==> config.mk <==
export PLATFORM = sky130hd
export DESIGN_NAME = ppe_ctrl
export DESIGN_NICKNAME = d
export VERILOG_FILES = /design/src/ppe_pkg.sv /design/src/ppe_ctrl.sv
export SDC_FILE = /design/constraint.sdc
export NUM_CORES = 1
export LEC_CHECK = 0
export BUFFER_PORTS_ARGS = -buffer_cell sky130_fd_sc_hd__buf_2
export CAP_MARGIN = 20
export CELL_PAD_IN_SITES_DETAIL_PLACEMENT = 0
export CELL_PAD_IN_SITES_GLOBAL_PLACEMENT = 1
export CORE_AREA = 2 2 63 65
export CTS_CLUSTER_SIZE = 10
export DETAILED_ROUTE_END_ITERATION = 12
export DIE_AREA = 0 0 65 67
export PLACE_DENSITY_LB_ADDON = 0.15
export SLEW_MARGIN = 20
export SYNTH_ARGS = -nofsm -noshare
export SYNTH_HDL_FRONTEND = slang
export SYNTH_SLANG_ARGS = --single-unit
==> constraint.sdc <==
create_clock -name clk -period 3.7 [get_ports clk]
set_input_delay 0.185 -clock clk [delete_from_list [all_inputs] [get_ports clk]]
set_output_delay 0.185 -clock clk [all_outputs]
set_load 0.05 [all_outputs]
==> src/ppe_pkg.sv <==
// shared constants and types for the particle pool engine
`timescale 1ns / 1ps
package ppe_pkg;
  localparam int PoolSize  = 1024;
  localparam int SlotW     = 10;
  localparam int CountW    = 11;
  localparam logic [31:0] RotStepQ32 = 32'd42949673;

  typedef enum logic [1:0] {
    CMD_EMIT = 2'd0,
    CMD_TICK = 2'd1,
    CMD_READ = 2'd2,
    CMD_NOP  = 2'd3
  } cmd_t;

  // controller to datapath
  typedef struct packed {
    logic              latch;      // capture the command beat
    logic              emit_wr;    // write emitted particle
    logic              rd_en;      // issue a sweep read
    logic [SlotW-1:0]  rd_addr;
    logic              upd_wr;     // write back updated slot
    logic              clr_wr;     // clear a slot after reset
    logic [SlotW-1:0]  wr_addr;
    logic              calc;       // register arithmetic stage
    logic              report;     // drive the result beat
  } ctl_t;

  // datapath to controller
  typedef struct packed {
    logic [1:0]        cmd;
  } sts_t;

  function automatic logic [31:0] sat_add(input logic signed [48:0] v);
    if (v > 49'sd2147483647) sat_add = 32'h7fffffff;
    else if (v < -49'sd2147483648) sat_add = 32'h80000000;
    else sat_add = v[31:0];
  endfunction
endpackage

==> src/ppe_ctrl.sv <==
// sequencer for emit, read and the tick sweep
`timescale 1ns / 1ps
module ppe_ctrl (
  input  logic                    clk,
  input  logic                    rst_n,
  input  logic                    start,
  input  ppe_pkg::sts_t           sts,
  output ppe_pkg::ctl_t           ctl,
  output logic                    busy
);
  typedef enum logic [5:0] {
    S_IDLE = 6'b000001,
    S_CMD  = 6'b000010,
    S_RDW  = 6'b000100,
    S_TICK = 6'b001000,
    S_DONE = 6'b010000,
    S_CLR  = 6'b100000
  } state_t;

  state_t state_r, state_nxt;
  // sweep: rd issued at cnt, calc at cnt-1, write at cnt-2
  logic [ppe_pkg::SlotW:0] cnt_r, cnt_nxt;

  always_ff @(posedge clk) begin
    if (!rst_n) begin
      state_r <= S_CLR;
      cnt_r   <= '0;
    end else begin
      state_r <= state_nxt;
      cnt_r   <= cnt_nxt;
    end
  end

  logic [ppe_pkg::SlotW:0] wr_idx;
  assign wr_idx = cnt_r - (ppe_pkg::SlotW+1)'(2);

  always_comb begin
    state_nxt = state_r;
    cnt_nxt   = cnt_r;
    ctl       = '0;
    busy      = (state_r != S_IDLE);
    ctl.rd_addr = cnt_r[ppe_pkg::SlotW-1:0];
    ctl.wr_addr = wr_idx[ppe_pkg::SlotW-1:0];
    unique case (state_r)
      S_CLR: begin
        ctl.clr_wr  = 1'b1;
        ctl.wr_addr = cnt_r[ppe_pkg::SlotW-1:0];
        cnt_nxt = cnt_r + 1'b1;
        if (cnt_r == (ppe_pkg::SlotW+1)'(ppe_pkg::PoolSize - 1)) state_nxt = S_IDLE;
      end
      S_IDLE: begin
        if (start) begin
          ctl.latch = 1'b1;
          state_nxt = S_CMD;
        end
      end
      S_CMD: begin
        unique case (ppe_pkg::cmd_t'(sts.cmd))
          ppe_pkg::CMD_EMIT: begin
            ctl.emit_wr = 1'b1;
            state_nxt = S_DONE;
          end
          ppe_pkg::CMD_TICK: begin
            cnt_nxt = '0;
            state_nxt = S_TICK;
          end
          ppe_pkg::CMD_READ: state_nxt = S_RDW;
          default: state_nxt = S_DONE;
        endcase
      end
      S_RDW: state_nxt = S_DONE;
      S_TICK: begin
        ctl.rd_en   = cnt_r < (ppe_pkg::SlotW+1)'(ppe_pkg::PoolSize);
        ctl.calc    = cnt_r >= (ppe_pkg::SlotW+1)'(1) &&
                      cnt_r < (ppe_pkg::SlotW+1)'(ppe_pkg::PoolSize + 1);
        ctl.upd_wr  = cnt_r >= (ppe_pkg::SlotW+1)'(2);
        cnt_nxt = cnt_r + 1'b1;
        if (cnt_r == (ppe_pkg::SlotW+1)'(ppe_pkg::PoolSize + 1)) state_nxt = S_DONE;
      end
      S_DONE: begin
        ctl.report = 1'b1;
        state_nxt = S_IDLE;
      end
      default: state_nxt = S_IDLE;
    endcase
  end
endmodule

Word-level counts from Yosys, hierarchy flattened. Cells that the tools add are included.

Bits in registers: 17. Input port bits: 5. Output and inout port bits: 28. Word-level logic and storage cells: 45.

$add $sub $neg: 2. Order comparisons: 4. Eq/ne operators: 15. Muxes and demuxes: 16. Reductions and logical operators: 6.

Operators by type and width (count): $pmux 6 s5 (1); $lt 11x11->1 const B (2); $mux 11 (2); $pmux 11 s2 (1); $mux 6 (3); $add 11x1->11 const B (1); $eq 11x10->1 const B (1); $eq 11x11->1 const B (1); $ge 11x1->1 const B (1); $ge 11x2->1 const B (1); $pmux 5 s2 (1); $sub 10x2->10 const B (1); $mux 1 (8); $eq 6x1->1 const B (1); $eq 6x2->1 const B (1); $eq 6x3->1 const B (1); $eq 6x4->1 const B (1); $eq 6x5->1 const B (1); $eq 6x6->1 const B (1); $ne 2x2->1 const B (3); $ne 6x1->1 const B (1); $reduce_and 3->1 (1); $eq 2x1->1 const B (1); $eq 2x2->1 const B (1); other kinds (6) (6).

Logic depth before layout (Yosys ltp). Gate-level depths: netlist of run 1.

Depth in word-level cells: 4. Gate-level depth with buffers: 6. Mapped depth without buffers: 6.

Least setup slack after synthesis of run 1. OpenSTA, ideal clock, no wires.

Path kind: register to output. Start point: register state_r[4]. End point: output port ctl[1] (netlist name). Data arrival time: 2469 ps. Data required time: 3515 ps. Path slack: 1046 ps. Cell stages (with the launch flop): 6. Path buffers: 1. Cell sequence: dfxtp_1 -> or4_4 -> buf_6 -> or2_4 -> nor2_1 -> a21o_1.

RTL lines: start, declared (line ppe_ctrl.sv:20) `state_t state_r, state_nxt;`; start signal, assigned (line ppe_ctrl.sv:29) `state_r <= state_nxt;`; end, declared (line ppe_ctrl.sv:8) `output ppe_pkg::ctl_t ctl,`.

==> impl_results.md, run 1 <==
* Outcome: finished, final reports clean
* Psw at ~0.0003 W
* Unrepaired setup endpoints after global routing: false
* Worst Hold Class: input port to flip-flop
* Final-report setup violation count at 0
* CTS tree: yes
* Slew headroom at 0.608
* Measured slew at the worst slew-check pin at 0.585 ns
* Iteration count of the initial detailed-routing pass at 4
* Hold Vio Cnt, Final at 0
* H-tree depth at 1
* # diodes at 0
* Max frequency at roughly 420 MHz
* Root Driver: clkbuf_8
* Via-per-instance ratio at roughly 5.5
* Post-synth EDFFs at 0
* Dpl hpwl at around 2700 µm
* Vias in the first global route at 1298
* Via count at 1350
* Sink Count at 17
* Area leader, netlist: dfxtp_1
* Comb power frac at 0.450
* Drt wl/cell at 14.4 µm
* Seq pwr share at 0.326
* IO Pins at 33
* Crit Path Class: flip-flop to primary output
* Proportion of layout cells with a drive suffix above 1 at 0.231
* Pwr Density at 406 nW/µm²
* Residual DRC count at 0
* Clock Skew at ~0.0034 ns
* Final slew viol count at 0
* Clock period minus worst slack at between 2 and 2.5 ns
* GPL Wtd Cong at roughly 0.82
* Pin count of the biggest net entering global routing at 20
* Floorplan row count at 22
* Max clock buf depth at 2
* Fin Hold WS at ~0.2 ns
* Area growth syn-to-layout at 7.93%
* Final TNS setup at 0 ns
* Hold Buf Count CTS at 0
* Syn. warnings at 0
* Mean post-synth cell area at 7.81 µm²
* I/O Buffers at 32
* Synth area leaders: dfxtp_1, ha_1, buf_4
* Synthesized net count at 203
* Die Wd at approximately 65 µm
* Netlist Area Pre-Place at 1470 µm²
* First-pass GRT wire length at between 5000 and 6000 µm
* Netlist cell types at 49
* Starting Density at 0.407
* Total GRT Usage at 0.176
* Top FF cell, synth: dfxtp_1
* Max-cap violations at 0
* WL final at 3560 µm
* Iter 0 DRT Violations at 78
* Top cell type's share of synthesized area at 0.232
* Grt total ovfl at 0
* Post-CTS Setup Repair Bufs at 0
* Core Region at 3610 µm²
* Nets@finish at between 200 and 250
* Int Power at 0.000346 W
* Data required, critical path at 3.51 ns
* Async SR Flop Fraction at 0
* FF+latch count, synth at 17
* Clk Latency, worst-skew pair at between 0.2 and 0.3 ns
* Pleak at 0.730 nW
* Initial antenna violation count at 0
* CTS clk-pin slew, worst paths at 0.07 ns
* Worst vdd ir at between 0.1 and 0.15 mV
* CP endpoint kind: primary output
* Crit path launch type: flip-flop
* Sw frac at 0.462
* Die ar. at 4360 µm²
* Antenna viol nets, final at 0
* CP arrival at 2.18 ns
* Tcrit/Tclk final at 0.638
* Die height at 67 µm
* Sequential share of the synthesized area at 0.232
* Clock power frac at 0.223
* Post-CTS sizing at 0
* Final Power at 0.000643 W
* Clock buffer count from CTS at 3
* Crit-path max FO at 14
* Post-Synthesis Cells at 188
-- through the flow --
step / util / setup WS [ns] / std cells / area [µm²]
floorplan: - / 1.05 / 188 / 1470
global placement: 0.427 / 1.67 / 243 / 1540
detailed placement: 0.427 / 1.63 / 243 / 1540
CTS: 0.439 / 1.34 / 247 / 1580
global route: 0.439 / 1.18 / 247 / 1580
finish: 0.439 / 1.34 / 247 / 1580
-- cell usage in the layout (no fill, tap or decap), types with 2 or more instances in the layout --
| cell | count |
|---|---|
| buf_2 | 32 |
| mux2i_1 | 3 |
| nand3_1 | 5 |
| a21boi_0 | 2 |
| dfxtp_1 | 17 |
| o211ai_1 | 3 |
| xor2_1 | 5 |
| o32ai_1 | 2 |
| nor4b_1 | 2 |
| nand2_1 | 17 |
| and3_1 | 2 |
| clkbuf_8 | 3 |
| a21oi_1 | 4 |
| o21ai_0 | 14 |
| nor3_1 | 8 |
| nand2b_1 | 3 |
| xnor2_1 | 4 |
| inv_1 | 9 |
| nor4_1 | 5 |
| nand4_1 | 4 |
| and4b_2 | 2 |
| nand4b_1 | 3 |
| ha_1 | 10 |
| a31oi_1 | 6 |
| nor2_1 | 11 |
-- cell usage after synthesis, drive strengths merged, types with 2 or more instances --
cell     n
xor2     5
and4b    2
a21oi    4
nand2   17
buf     17
xnor2    5
and3     2
o21ai   14
ha      10
o211ai   4
nor2    12
nand3    5
nand2b   3
a21boi   2
a31oi    6
or4      2
inv      9
nor4     5
nand4    4
nor3     8
clkbuf   8
nor4b    2
nand4b   3
o32ai    2
dfxtp   17
mux2i    3
or2      4
-- cells by family after synthesis --
group / count (synthesis) / synth area share
xor gates and xnor gates: 10 / 0.0648
DFF: 17 / 0.232
buffers and inverters: 34 / 0.124
AOI/OAI and AO/OA: 38 / 0.172
adders and majority gates: 10 / 0.0853
muxes: 3 / 0.0205
and+or+nand+nor: 76 / 0.301
-- final timing paths --
| check | startpoint | to | slack (ns) | cells past startpoint |
|---|---|---|---|---|
| min reg2reg | cnt_r[9] | cnt_r[9] | 0.57 | 1 |
| max reg2reg | cnt_r[0] | state_r[0] | 1.68 | 5 |
| min | start | state_r[1] | 0.20 | 3 |
| max | state_r[4] | ctl[11] | 1.34 | 5 |
-- state kept, by name, summed over array words and instances, names as in the netlist --
signal   count
state_r      6
cnt_r       11
-- power groups by stage --
stage	clock [W]	combinational, W	sequential [W]
after floorplan	0	0.000253	0.000206
after CTS	0.000149	0.000292	0.000210
after detailed placement	0	0.000291	0.000214
after global placement	0	0.000289	0.000214
final	0.000143	0.000289	0.000210
after global routing	0.000157	0.000314	0.000211
-- per-layer routing --
metal | GRT usage | share of wire | vias to the layer above
met3 | 0.0203 | 0.024 | 6
li1 | - | - | 685
met1 | 0.192 | 0.42 | 641
met5 | 0 | 0 | -
met2 | 0.347 | 0.54 | 18
met4 | 0.0612 | 0.012 | 0
-- cell type report --
class	instances	area (µm²)
repair buffers	32	160
multi-input cells	137	945
fillers	379	2020
inverters	9	33.8
well taps	48	60.1
flip-flops and latches	17	340
clock buffers	4	45.0
-- worst max-delay path: stages (launching register included) --
cell	delay, ns
dfxtp_1	0.36
or4_4	0.67
o211ai_1	0.36
nor4b_1	0.12
xor2_1	0.13
buf_2	0.28
Note: power is estimated with default switching activity, not from simulation.
==> run 2, diff against run 1 <==
--- a/config.mk
+++ b/config.mk
@@ -9,10 +9,10 @@
 export CAP_MARGIN = 20
 export CELL_PAD_IN_SITES_DETAIL_PLACEMENT = 0
 export CELL_PAD_IN_SITES_GLOBAL_PLACEMENT = 1
-export CORE_AREA = 2 2 63 65
+export CORE_AREA = 2 2 65 67
 export CTS_CLUSTER_SIZE = 10
 export DETAILED_ROUTE_END_ITERATION = 12
-export DIE_AREA = 0 0 65 67
+export DIE_AREA = 0 0 67 69
 export PLACE_DENSITY_LB_ADDON = 0.15
 export SLEW_MARGIN = 20
 export SYNTH_ARGS = -nofsm -noshare
==> constraint.sdc (replaced) <==
create_clock -name clk -period 2.2 [get_ports clk]
set_input_delay 0.11 -clock clk [delete_from_list [all_inputs] [get_ports clk]]
set_output_delay 0.11 -clock clk [all_outputs]
set_load 0.05 [all_outputs]
==> run 2 against run 1 <==
Count of clock-buffer cells in the layout unchanged. Die area up 6.2%. Sequential power increased by 59%. First-iteration DRC count shrank 7.7%. Critical path depth grew 1. Combinational power grew 97%. Largest cell class unchanged.
==> impl_results.md, run 2 (synthesized netlist as in run 1, its figures left out) <==
* Sink Count at 17
* Starting Density at 0.375
* Worst vdd ir at approximately 0.27 mV
* Core Region at 3910 µm²
* # diodes at 0
* Final-report setup violation count at 0
* Measured slew at the worst slew-check pin at 0.568 ns
* Slowest stage delay, CP at 0.59 ns
* Die height at 69 µm
* Drt wl/cell at 14.5 µm
* Die Wd at 67 µm
* Buf/Inv on CP at 2
* GPL Wtd Cong at 0.841
* Unrepaired setup endpoints after global routing: false
* Initial antenna violation count at 0
* Iter 0 DRT Violations at 72
* Crit path launch type: flip-flop
* Pwr Density at 671 nW/µm²
* Design area at ~1700 µm²
* Clock period minus worst slack at 2.13 ns
* Iteration count of the initial detailed-routing pass at 4
* Worst Hold Class: input port to flip-flop
* First-pass GRT wire length at 6400 µm
* Crit-path max FO at 8
* CP arrival at 2.02 ns
* Data required, critical path at 2.09 ns
* Biggest register: cnt_r
* Grt total ovfl at 0
* IO Pins at 33
* Pleak at 0.784 nW
* Via-per-instance ratio at 5.39
* Crit Path Class: flip-flop to primary output
* Total GRT Usage at 0.173
* Final slew viol count at 0
* Slew headroom at 0.621
* Max frequency at 470 MHz
* Regs by FF count: cnt_r: 11 flops, state_r: 6 flops
* Antenna viol nets, final at 0
* Hold Buf Count CTS at 0
* Clock buffer count from CTS at 3
* Residual DRC count at 0
* Final TNS setup at 0 ns
* Commonest cells after routing, fill and taps aside: buf_2, nand2_1, dfxtp_1, buf_4, o21ai_0
* Clk Latency, worst-skew pair at between 0.2 and 0.3 ns
* Hold Vio Cnt, Final at 0
* Dpl hpwl at 2790 µm
* Slowest cell on crit path: or4_4
* CTS clk-pin slew, worst paths at 0.07 ns
* Pin count of the biggest net entering global routing at 20
* Cell family with most CP delay: simple AND/OR/NAND/NOR gates
* I/O Buffers at 32
* Most common cell after layout, fill and taps aside: buf_2
* Root Driver: clkbuf_8
* Via count at 1390
* Max reg flops at 11
* CP endpoint kind: primary output
* Floorplan row count at 23
* Max-cap violations at 0
* Nets@finish at 224
* Die ar. at 4620 µm²
* Proportion of layout cells with a drive suffix above 1 at 0.303
* R2R setup slack at 0.11 ns
* Outcome: finished, final reports clean
* H-tree depth at 1
* CTS tree: yes
* WL final at 3750 µm
* Area growth syn-to-layout at 16.4%
* Crit path cell chain: or4_4 -> o211ai_1 -> buf_4 -> nor3_1 -> xor2_1 -> buf_2
* Tcrit/Tclk final at 0.967
* Vias in the first global route at 1341
* Area post-placement at 1620 µm²
* Max clock buf depth at 2
* Clock Skew at 0.00224 ns
[run 2: path summary, 6_finish.rpt]
kind / start / end / depth (start not counted)
max: state_r[0] / ctl[9] / 6
min: start / state_r[1] / 3
max reg2reg: state_r[0] / cnt_r[2] / 5
min reg2reg: cnt_r[9] / cnt_r[9] / 1
[run 2: area by class of cell]
type / instances / area (µm²)
well taps: 50 / 62.6
multi-input cells: 137 / 978
clock buffers: 4 / 45.0
inverters: 9 / 33.8
fillers: 426 / 2210
repair buffers: 41 / 245
flip-flops and latches: 17 / 343
[run 2: timing repair]
item | CTS | global route
endpoints found under the setup margin | 9 | 7
setup buffers | 1 | 1
pin swaps | 2 | 3
resized for setup | 4 | 10
[run 2: where the power goes]
part           switching [W]  internal (W)
Sequential         0.0000123      0.000322
Clock               0.000115      0.000129
Combinational       0.000390      0.000179
[run 2: metrics by stage]
step | hold WS (ns) | setup slack, ns | instances | total power, W | utilization
floorplan | 0.253 | 0.0174 | 188 | 0.000781 | -
global placement | 0.390 | 0.233 | 252 | 0.000877 | 0.413
detailed placement | 0.388 | 0.222 | 252 | 0.000880 | 0.413
CTS | 0.115 | 0.0257 | 257 | 0.00114 | 0.429
global route | 0.132 | 0.00208 | 258 | 0.00121 | 0.436
finish | 0.116 | 0.0716 | 258 | 0.00115 | 0.436
[run 2: worst min-delay path, delay by kind of cell]
kind	cells	cell delay (ns)
AND/OR/NAND/NOR	2	0.12
buffers and inverters	1	0.10
[run 2: metal layers]
metal	share of wire	vias up	global-route usage
met5	0	-	0
met4	0.011	0	0.0476
met3	0.045	4	0.0326
met2	0.50	36	0.283
met1	0.45	653	0.228
li1	-	697	-
